===== src/rtl/core/hidrd_pkg.sv =====
`timescale 1ns / 1ps
// ----------------------------------------------------------------------------
// hidrd_pkg
// shared types and constants of the report descriptor parser
// ----------------------------------------------------------------------------
package hidrd_pkg;

	localparam logic [1:0] TYPE_MAIN   = 2'd0;
	localparam logic [1:0] TYPE_GLOBAL = 2'd1;
	localparam logic [1:0] TYPE_LOCAL  = 2'd2;

	localparam logic [3:0] TAG_INPUT     = 4'd8;
	localparam logic [3:0] TAG_USAGE     = 4'd0;
	localparam logic [3:0] TAG_USAGE_PG  = 4'd0;
	localparam logic [3:0] TAG_LOG_MIN   = 4'd1;
	localparam logic [3:0] TAG_LOG_MAX   = 4'd2;
	localparam logic [3:0] TAG_PHY_MIN   = 4'd3;
	localparam logic [3:0] TAG_PHY_MAX   = 4'd4;
	localparam logic [3:0] TAG_RPT_SIZE  = 4'd7;
	localparam logic [3:0] TAG_RPT_ID    = 4'd8;
	localparam logic [3:0] TAG_RPT_COUNT = 4'd9;

	// globals that stay constant across the records of one input item
	typedef struct packed {
		logic [31:0] upage;
		logic [31:0] lmin;
		logic [31:0] lmax;
		logic [31:0] pmin;
		logic [31:0] pmax;
		logic [31:0] rsize;
		logic [31:0] rid;
	} glob_t;

	// globals at the start of a descriptor: size eight, all else zero
	localparam glob_t GLOB_RESET = '{upage: 32'd0, lmin: 32'd0, lmax: 32'd0,
		pmin: 32'd0, pmax: 32'd0, rsize: 32'd8, rid: 32'd0};

endpackage


===== src/rtl/core/hid_report_descriptor_parser.sv =====
`timescale 1ns / 1ps
// ----------------------------------------------------------------------------
// hid_report_descriptor_parser
// short-item report descriptor parser emitting one record per input field
// ----------------------------------------------------------------------------
//  channel | handshake            | payload
//  in      | in_valid, in_stall   | desc_byte, first_byte: one byte request
//  out     | out_valid, out_stall | page .. last_field: one field record
//
//  headers and data bytes are taken one per cycle while no input item is
//  emitting records; a record waiting at a stalled output does not hold them
//  an input main item blocks input while its min(count, MAX_FIELDS) records
//  are requested and read from the usage memory (a registered read), and
//  while out_stall holds a record still in the pipe
//  records leave through one output register; out_stall holds it
//  arst_n clears the parse state; the usage memory needs no clear since
//  only entries below the usage count are ever used
// ----------------------------------------------------------------------------
module hid_report_descriptor_parser #(
	parameter int USAGE_SLOTS = 32,
	parameter int MAX_FIELDS  = 64
) (
	input  logic        clk,
	input  logic        arst_n,
	input  logic        in_valid,
	output logic        in_stall,
	input  logic [7:0]  desc_byte,
	input  logic        first_byte,
	output logic        out_valid,
	input  logic        out_stall,
	output logic [31:0] page,
	output logic [31:0] usage,
	output logic [31:0] log_lo,
	output logic [31:0] log_hi,
	output logic [31:0] phys_lo,
	output logic [31:0] phys_hi,
	output logic [31:0] field_bits,
	output logic [31:0] bit_offset,
	output logic [31:0] field_id,
	output logic [31:0] main_flags,
	output logic        last_field
);

	localparam int UW = (USAGE_SLOTS > 1) ? $clog2(USAGE_SLOTS) : 1;
	localparam int CW = $clog2(USAGE_SLOTS + 1);
	localparam int FW = $clog2(MAX_FIELDS + 1);

	// parse state
	logic [2:0]  left_q;
	logic [1:0]  type_q;
	logic [3:0]  tag_q;
	logic [31:0] accum_q;
	logic [1:0]  bidx_q;
	hidrd_pkg::glob_t glob_q;
	logic [31:0] count_q;
	logic [CW-1:0] ucnt_q;
	logic [31:0] total_q;

	// usage memory
	logic [31:0] umem [USAGE_SLOTS];
	logic [31:0] urd_q;

	// emit sequencer
	logic          emit_q;   // records in progress
	logic [FW-1:0] idx_q;    // next record to request
	logic [FW-1:0] cnt_q;    // records in this item
	logic [31:0]   flags_q;
	logic          rd_s1;    // memory read pending for record
	logic          rlast_s1;
	logic [31:0]   roff_s1;
	logic          rzero_s1; // no usage at all

	logic out_free;
	assign out_free = !out_valid || !out_stall;
	// globals are read when a record loads the output register, so input
	// waits only while records are still being requested or read
	assign in_stall = emit_q || rd_s1;

	logic acc;
	assign acc = in_valid && !in_stall;

	// byte decode, with restart on first_byte
	logic [2:0]  left_e;
	logic [1:0]  bidx_e;
	logic [1:0]  sc;
	logic [2:0]  nleft;
	logic        hdr;
	logic        exec;
	logic [1:0]  typ;
	logic [3:0]  tg;
	logic [31:0] dat;
	logic [31:0] cnt32;

	always_comb begin
		left_e = first_byte ? 3'd0 : left_q;
		bidx_e = first_byte ? 2'd0 : bidx_q;
		hdr = (left_e == 3'd0);
		sc = desc_byte[1:0];
		if (hdr) begin
			nleft = (sc == 2'd3) ? 3'd4 : {1'b0, sc};
			typ = desc_byte[3:2];
			tg = desc_byte[7:4];
			dat = '0;
		end else begin
			nleft = left_e - 3'd1;
			typ = type_q;
			tg = tag_q;
			dat = (first_byte ? 32'd0 : accum_q) | ({24'd0, desc_byte} << {bidx_e, 3'b000});
		end
		exec = (nleft == 3'd0);
		cnt32 = first_byte ? 32'd1 : count_q;
	end

	logic [CW-1:0] ucnt_e;
	assign ucnt_e = first_byte ? '0 : ucnt_q;

	// item execution: next globals, count and usage count
	hidrd_pkg::glob_t glob_n;
	logic [31:0]      count_n;
	logic [CW-1:0]    ucnt_n;
	logic             emit_go;

	always_comb begin
		glob_n = first_byte ? hidrd_pkg::GLOB_RESET : glob_q;
		count_n = cnt32;
		ucnt_n = ucnt_e;
		emit_go = 1'b0;
		if (exec) begin
			case (typ)
				hidrd_pkg::TYPE_MAIN: begin
					// locals survive an emitting input item until its last record
					emit_go = (tg == hidrd_pkg::TAG_INPUT) && (cnt32 != 32'd0);
					ucnt_n = emit_go ? ucnt_e : '0;
				end
				hidrd_pkg::TYPE_GLOBAL: begin
					case (tg)
						hidrd_pkg::TAG_USAGE_PG:  glob_n.upage = dat;
						hidrd_pkg::TAG_LOG_MIN:   glob_n.lmin = dat;
						hidrd_pkg::TAG_LOG_MAX:   glob_n.lmax = dat;
						hidrd_pkg::TAG_PHY_MIN:   glob_n.pmin = dat;
						hidrd_pkg::TAG_PHY_MAX:   glob_n.pmax = dat;
						hidrd_pkg::TAG_RPT_SIZE:  glob_n.rsize = dat;
						hidrd_pkg::TAG_RPT_ID:    glob_n.rid = dat;
						hidrd_pkg::TAG_RPT_COUNT: count_n = dat;
						default: ;
					endcase
				end
				hidrd_pkg::TYPE_LOCAL: begin
					if (tg == hidrd_pkg::TAG_USAGE && 32'(ucnt_e) < 32'(USAGE_SLOTS))
						ucnt_n = ucnt_e + CW'(1);
				end
				default: ;
			endcase
		end
	end

	logic [UW-1:0] ridx;
	always_comb begin
		if ({1'b0, idx_q} < {1'b0, ucnt_q[CW-1:0]} && 32'(idx_q) < 32'(USAGE_SLOTS))
			ridx = UW'(idx_q);
		else
			ridx = '0;
	end

	always_ff @(posedge clk) begin
		if (acc && exec && typ == hidrd_pkg::TYPE_LOCAL && tg == hidrd_pkg::TAG_USAGE
				&& 32'(ucnt_e) < 32'(USAGE_SLOTS))
			umem[UW'(ucnt_e)] <= dat;
		if (emit_q && out_free)
			urd_q <= umem[ridx];
	end

	always_ff @(posedge clk or negedge arst_n) begin
		if (!arst_n) begin
			left_q <= '0;
			type_q <= '0;
			tag_q <= '0;
			accum_q <= '0;
			bidx_q <= '0;
			glob_q <= hidrd_pkg::GLOB_RESET;
			count_q <= 32'd1;
			ucnt_q <= '0;
			total_q <= '0;
			emit_q <= 1'b0;
			idx_q <= '0;
			cnt_q <= '0;
			flags_q <= '0;
			rd_s1 <= 1'b0;
			rlast_s1 <= 1'b0;
			roff_s1 <= '0;
			rzero_s1 <= 1'b0;
			out_valid <= 1'b0;
		end else begin
			// acc and emit_q never hold together, so each register is written once
			if (acc) begin
				glob_q <= glob_n;
				count_q <= count_n;
				ucnt_q <= ucnt_n;
				if (first_byte)
					total_q <= '0;
				left_q <= nleft;
				type_q <= typ;
				tag_q <= tg;
				accum_q <= dat;
				bidx_q <= hdr ? 2'd0 : bidx_e + 2'd1;
				if (emit_go) begin
					emit_q <= 1'b1;
					idx_q <= '0;
					cnt_q <= (cnt32 > 32'(MAX_FIELDS)) ? FW'(MAX_FIELDS)
						: FW'(cnt32);
					flags_q <= dat;
				end
			end

			// record sequencing: read issued in emit stage, record registered next
			if (out_free) begin
				rd_s1 <= emit_q;
				if (emit_q) begin
					rlast_s1 <= (idx_q + FW'(1) == cnt_q);
					roff_s1 <= total_q;
					rzero_s1 <= (ucnt_q == '0);
					total_q <= total_q + glob_q.rsize;
					idx_q <= idx_q + FW'(1);
					if (idx_q + FW'(1) == cnt_q) begin
						emit_q <= 1'b0;
						ucnt_q <= '0;
					end
				end
				out_valid <= rd_s1;
			end
		end
	end

	// output payload
	always_ff @(posedge clk) begin
		if (out_free && rd_s1) begin
			page <= glob_q.upage;
			usage <= rzero_s1 ? 32'd0 : urd_q;
			log_lo <= glob_q.lmin;
			log_hi <= glob_q.lmax;
			phys_lo <= glob_q.pmin;
			phys_hi <= glob_q.pmax;
			field_bits <= glob_q.rsize;
			bit_offset <= roff_s1;
			field_id <= glob_q.rid;
			main_flags <= flags_q;
			last_field <= rlast_s1;
		end
	end

endmodule

===== config.mk =====
export PLATFORM = sky130hd
export DESIGN_NAME = hid_report_descriptor_parser
export DESIGN_NICKNAME = d
export VERILOG_FILES = /design/src/rtl/core/hidrd_pkg.sv /design/src/rtl/core/hid_report_descriptor_parser.sv
export SDC_FILE = /design/constraint.sdc
export NUM_CORES = 2
export LEC_CHECK = 0
export BUFFER_PORTS_ARGS = -buffer_cell sky130_fd_sc_hd__buf_2
export CORE_MARGIN = 8
export CORE_UTILIZATION = 55
export CTS_CLUSTER_DIAMETER = 100
export CTS_CLUSTER_SIZE = 12
export DETAILED_ROUTE_END_ITERATION = 6
export PLACE_DENSITY = 0.76
export SYNTH_ARGS = -nofsm -noshare
export SYNTH_HDL_FRONTEND = slang
export SYNTH_SLANG_ARGS = --single-unit
export TNS_END_PERCENT = 1

===== constraint.sdc =====
create_clock -name clk -period 9.16 [get_ports clk]
set_input_delay 0.458 -clock clk [delete_from_list [all_inputs] [get_ports clk]]
set_output_delay 0.458 -clock clk [all_outputs]
set_load 0.02 [all_outputs]

## Word level (Yosys, flattened, before mapping)

Memory sizes are Yosys's and may differ from the RTL's. A register that Yosys moved wholly into a read port is not among the register bits.
Cells that the tools add are included.
Widths: inputs -> output; s select.

- $add $sub $neg: 5
- Magnitude comparators: 4
- Equal/unequal tests: 11
- Shift operators: 1
- Muxes and demuxes: 51
- Bitwise gates (word level): 1
- Reduce and logical (&&, ||, !) cells: 23

Operators with widths:

| cell | number |
|---|---|
| $mux 224 | 3 |
| $mux 32 | 17 |
| $mux 6 | 8 |
| $mux 7 | 5 |
| $add 32x32->32 | 1 |
| $gt 32x7->1 const B | 1 |
| $or 32x32->32 | 1 |
| $reduce_bool 32->1 | 1 |
| $shl 8x5->32 | 1 |
| $pmux 6 s2 | 1 |
| $logic_and 1x1->1 | 10 |
| $mux 1 | 9 |
| $mux 3 | 3 |
| $eq 4x2->1 const B | 2 |
| $eq 4x3->1 const B | 2 |
| $eq 4x4->1 const B | 2 |
| $add 7x1->7 const B | 1 |
| $eq 7x7->1 | 1 |
| $lt 7x6->1 | 1 |
| $lt 7x6->1 const B | 1 |
| $add 6x1->6 const B | 1 |
| $logic_not 3->1 | 2 |
| $logic_not 6->1 | 1 |
| $lt 6x6->1 const B | 1 |
| other kinds (13) | 20 |

- Flip-flop bits (word level): 741
- Bits in writable memories: 1,024
- Output and inout port bits: 323
- Logic and storage cells: 132
- Memories: 1

Memories:

| memory | words | bits a word | rd ports | clocked after Yosys merged registers in | write ports | line | source |
|---|---|---|---|---|---|---|---|
| umem | 32 | 32 | 1 | 1 | 1 | hid_report_descriptor_parser.sv:60 | `logic [31:0] umem [USAGE_SLOTS];` |

## Depth between registers and ports, before layout

- Depth after elaboration: 12
- Gate-level depth with buffers: 17

## Worst setup path before layout

Ideal clock, no wire load.

- Path kind: register -> register
- Start: register out_valid
- End: register bit_offset[0] (enable)
- Setup time: 0.725 ns
- Arrival time: 7.920 ns
- Required time: 8.435 ns
- Path slack: 0.515 ns
- Cell stages (with the launch flop): 3
- Path buffers: 0
- Clock period less this slack: 8.645 ns
- Cell sequence: dfrtp_1 > nand2_1 > and2_1

- Longest elaborated chain between the ends: 3

Ends and longest elaborated chain:

| element | line | source |
|---|---|---|
| start, declared | hid_report_descriptor_parser.sv:29 | `output logic out_valid,` |
| start signal, assigned | hid_report_descriptor_parser.sv:229 | `out_valid <= rd_s1;` |
| $logic_not 1->1 | hid_report_descriptor_parser.sv:74 | `assign out_free = !out_valid \|\| !out_stall;` |
| $logic_or 1x1->1 | hid_report_descriptor_parser.sv:74 |  |
| $logic_and 1x1->1 | hid_report_descriptor_parser.sv:236 | `if (out_free && rd_s1) begin` |
| end signal, assigned | hid_report_descriptor_parser.sv:244 | `bit_offset <= roff_s1;` |
| end, declared | hid_report_descriptor_parser.sv:38 | `output logic [31:0] bit_offset,` |

Every way passes these cells.
A chain may end at the register's enable or synchronous reset.

## Final worst setup path

- Start: input first_byte
- End: memory umem[23][2] (enable)

- Longest elaborated chain between the ends: 10

Ends and longest elaborated chain:

| element | line | source |
|---|---|---|
| start, declared | hid_report_descriptor_parser.sv:28 | `input logic first_byte,` |
| $mux 3 | hid_report_descriptor_parser.sv:95 | `left_e = first_byte ? 3'd0 : left_q;` |
| $sub 3x1->3 or $logic_not 3->1 (tied branches) | hid_report_descriptor_parser.sv:105, hid_report_descriptor_parser.sv:97 |  |
| $mux 3 | hid_report_descriptor_parser.sv:99 | `if (hdr) begin` |
| $logic_not 3->1 | hid_report_descriptor_parser.sv:110 | `exec = (nleft == 3'd0);` |
| $logic_and 1x1->1 (3 in series) | hid_report_descriptor_parser.sv:166 | `if (acc && exec && typ == hidrd_pkg::TYPE_LOCAL && tg == hidrd_pkg::TAG_USAGE` |
| $logic_and 1x1->1 | hid_report_descriptor_parser.sv:167 | `&& 32'(ucnt_e) < 32'(USAGE_SLOTS))` |
| $mux 1 | hid_report_descriptor_parser.sv:166 |  |
| $mux 1 (implied by the code) | hid_report_descriptor_parser.sv:168 | `umem[UW'(ucnt_e)] <= dat;` |
| end, declared | hid_report_descriptor_parser.sv:60 |  |

Several ways; a longest one is shown, not always the timed one.

==> summary.md <==
| Metric | Value |
|---|---|
| Port bufs | `335` |
| Vias in the first global route | `41700` |
| Leak pwr | `0.02772 uW` |
| Cts-stage hold buffer count | `3` |
| Clk_skew | `44.05 ps` |
| Critical Path End Type | `register` |
| DR top layer | `met4` |
| Initial antenna violation count | `10` |
| Clk root buf | `clkbuf_16` |
| Commonest non-fill, non-tap cells in the layout | `edfxtp_1 (1377), nand2_1 (637), o21ai_0 (416), dfrtp_1 (416), buf_2 (334)` |
| Synth-to-layout area growth | `12.08%` |
| WS Path Type | `input port to register` |
| Final ANT Viol Nets | `0` |
| Final min period | `5431 ps` |
| Vias per cell | `6.363` |
| Initial Utilization | `0.5530` |
| Layout cell share with drive strength beyond 1 | `0.1396` |
| Cells after Synth | `4871` |
| Library cells used by synthesis | `65` |
| Largest Register | `umem` |
| Final Net Count | `5194` |
| Final instance area | `0.07643 sq mm` |
| Num CTS Buffers | `167` |
| Post-cts gate resize count | `0` |
| Post-detail-place hpwl | `113300 um` |
| # setup viols final | `0` |
| Post-Syn Area | `0.06819 sq mm` |
| Largest family of logic cells by synthesized area | `compound AO/OA/AOI/OAI gates` |
| DR vias | `43630` |
| Max Fclk | `0.1841 GHz` |
| H-tree depth | `4` |
| Core area | `0.1233 sq mm` |
| Post-Route WL | `188100 um` |
| RSZ-0062 raised after global routing | `no` |
| Largest registers | `umem (1024), glob_q (224)` |
| Die width | `368.1 um` |
| Avg Synthesized Cell Area | `14.00 sq um` |
| Met3 Wirelength | `20160 um` |
| Post-synthesis sequential area ratio | `0.7605` |
| Compound-Gate Fraction of Synth Area | `0.1086` |
| Post-CTS setup buffer count | `0` |
| Post-synth EDFFs | `1377` |
| Status | `completed` |
| Commonest non-fill, non-tap cell in the layout | `edfxtp_1` |
| First-pass detailed-route iteration total | `6` |
| Hold Violations, Final | `0` |
| WL per Instance | `27.44 um` |
| Fraction of synthesis flops using an asynchronous set or reset pin | `0.2337` |
| Row Count | `129` |
| R2r setup slk | `3800 ps` |
| Max-slew headroom at the worst pin | `0.06417` |
| Setup_tns | `0 ps` |
| Final GP Congestion | `0.9489` |
| Met2 routed WL | `88040 um` |
| Syn nets | `4928` |
| Critical Path RT | `9580 ps` |
| #FFs+latches synth | `1797` |
| Die Area | `0.1355 sq mm` |
| Simple-Gate Fraction of Synth Area | `0.08779` |
| GRT Resource Usage Total | `0.2690` |
| CP max stage delay | `1080 ps` |
| Max-cap violations | `0` |
| Min Hold Slack | `49.65 ps` |
| Metal-1 WL | `67150 um` |
| Later-pin clock latency in the skew report | `810 ps` |
| Reg area | `0.05187 sq mm` |
| Largest net degree at the start of global routing | `168` |
| Most used flip-flop cell after synthesis | `edfxtp_1` |
| First-pass GRT wire length | `272900 um` |
| CTS tree | `built` |
| Number of flip-flops in the largest register | `1024` |
| Initial drt markers | `6053` |
| Maximum VDD drop | `0.4200 mV` |
| Final period utilization | `0.5929` |
| # IOs | `336` |
| Clock sinks | `1797` |
| Arr. time, crit path | `5850 ps` |
| Worst-path maximum fanout | `32` |
| Slowest cell on crit path | `nor2_4` |
| Multi-input logic area | `0.01519 sq mm` |
| Die H | `368.1 um` |
| Area post-placement | `0.07167 sq mm` |
| CP Launch Type | `input port` |
| Clock-pin slew on the worst setup and hold paths | `60 ps` |
| Post-synth top area share | `0.6064` |
| Synth Area in Adders | `0.008183` |
| Worst-Margin Slew | `1402 ps` |
| Cell Chain, Critical Path | `buf_2 -> clkinv_1 -> nand2_1 -> ha_1 -> ha_1 -> buf_4 -> a21oi_1 -> or2_2 -> a21oi_1 -> and3_1 -> nand2_1 -> nor2_4` |
| Largest area contributor in the netlist | `edfxtp_1` |
| XOR/XNOR Fraction of Synth Area | `0.004367` |
| GRT overflow | `0` |
| Fill cells | `8660` |
| Power Density | `292.6 mW/mm^2` |
| Mux contribution to synthesized area | `0.009046` |
| Worst hold path class | `input port to register` |
| Clock buffer depth | `3` |
| Slew Viols, Final | `0` |
| Yosys warnings | `0` |
| Synth top area cells | `edfxtp_1 (61%), dfrtp_1 (15%), nand2_1 (3.5%)` |
| DRC Markers | `0` |
[cells by family (layout without fill, tap and decap cells)]
kind of cell,count (synthesis),in the layout
flip-flops,1797,1797
AND/OR/NAND/NOR,1380,1380
AO/OA/AOI/OAI,1174,1174
buffers and inverters,383,728
multiplexers,59,59
adder cells (fa/ha/maj),44,44
XOR/XNOR,34,34
other,0,4
[area by class of cell]
| class | instances | share of cell area |
|---|---|---|
| diodes | 4 | 0.0001310 |
| clock buffers | 236 | 0.05918 |
| clock inverters | 12 | 0.002554 |
| inverters | 62 | 0.003061 |
| multi-input cells | 2691 | 0.1988 |
| flip-flops and latches | 1797 | 0.6787 |
| well taps | 1637 | 0.02680 |
| repair buffers | 418 | 0.03081 |
[power breakdown]
part           switching, uW  leakage (uW)  internal, uW
Clock                   2880       0.00227          3420
Combinational           4680       0.00723          1480
Sequential               276        0.0182          9630
[metrics by stage]
| step | instances | util | power [uW] | worst slack (ps) |
|---|---|---|---|---|
| floorplan | 4871 | - | 13760 | 514.7 |
| global placement | 6602 | 0.5812 | 15920 | 3238 |
| detailed placement | 6602 | 0.5812 | 16050 | 3070 |
| CTS | 6853 | 0.6197 | 22250 | 3873 |
| global route | 6854 | 0.6197 | 23040 | 3437 |
| finish | 6857 | 0.6198 | 22360 | 3729 |
[synth_stat cells, drive strengths merged, types with 23 or more instances]
cell type and number:
or3 24, a31oi 112, inv 61, a21oi 152
o21ai 435, a211oi 56, or2 24, o22ai 93
nor3 70, nand3 152, nand2 643, ha 43
nor2 333, o21a 23, clkbuf 261, nor2b 38
mux2i 38, buf 60, dfrtp 418, o221ai 143
nand4 26, edfxtp 1377, a21o 37
[layer usage]
layer / global-route usage / up-vias
met4: 0.1582 / 0
li1: - / 18750
met2: 0.4243 / 2731
met3: 0.06523 / 523
met5: 0 / -
met1: 0.3408 / 21630
[final timing paths]
check / from / to / cells past startpoint
max in group asynchronous: arst_n / glob_q[5] / 3
min: desc_byte[0] / left_q[0] / 3
min in group asynchronous: arst_n / glob_q[174] / 2
max: first_byte / umem[23][2] / 12
max reg2reg: idx_q[4] / urd_q[6] / 10
min reg2reg: glob_q[155] / log_hi[27] / 0
[worst max-delay path, delay by kind of cell]
kind,cells,cell delay (ps)
AND/OR/NAND/NOR,5,2730
AO/OA/AOI/OAI,2,570
adder cells (fa/ha/maj),2,680
buffers and inverters,3,1320
Power figures use the tool's default switching activity.
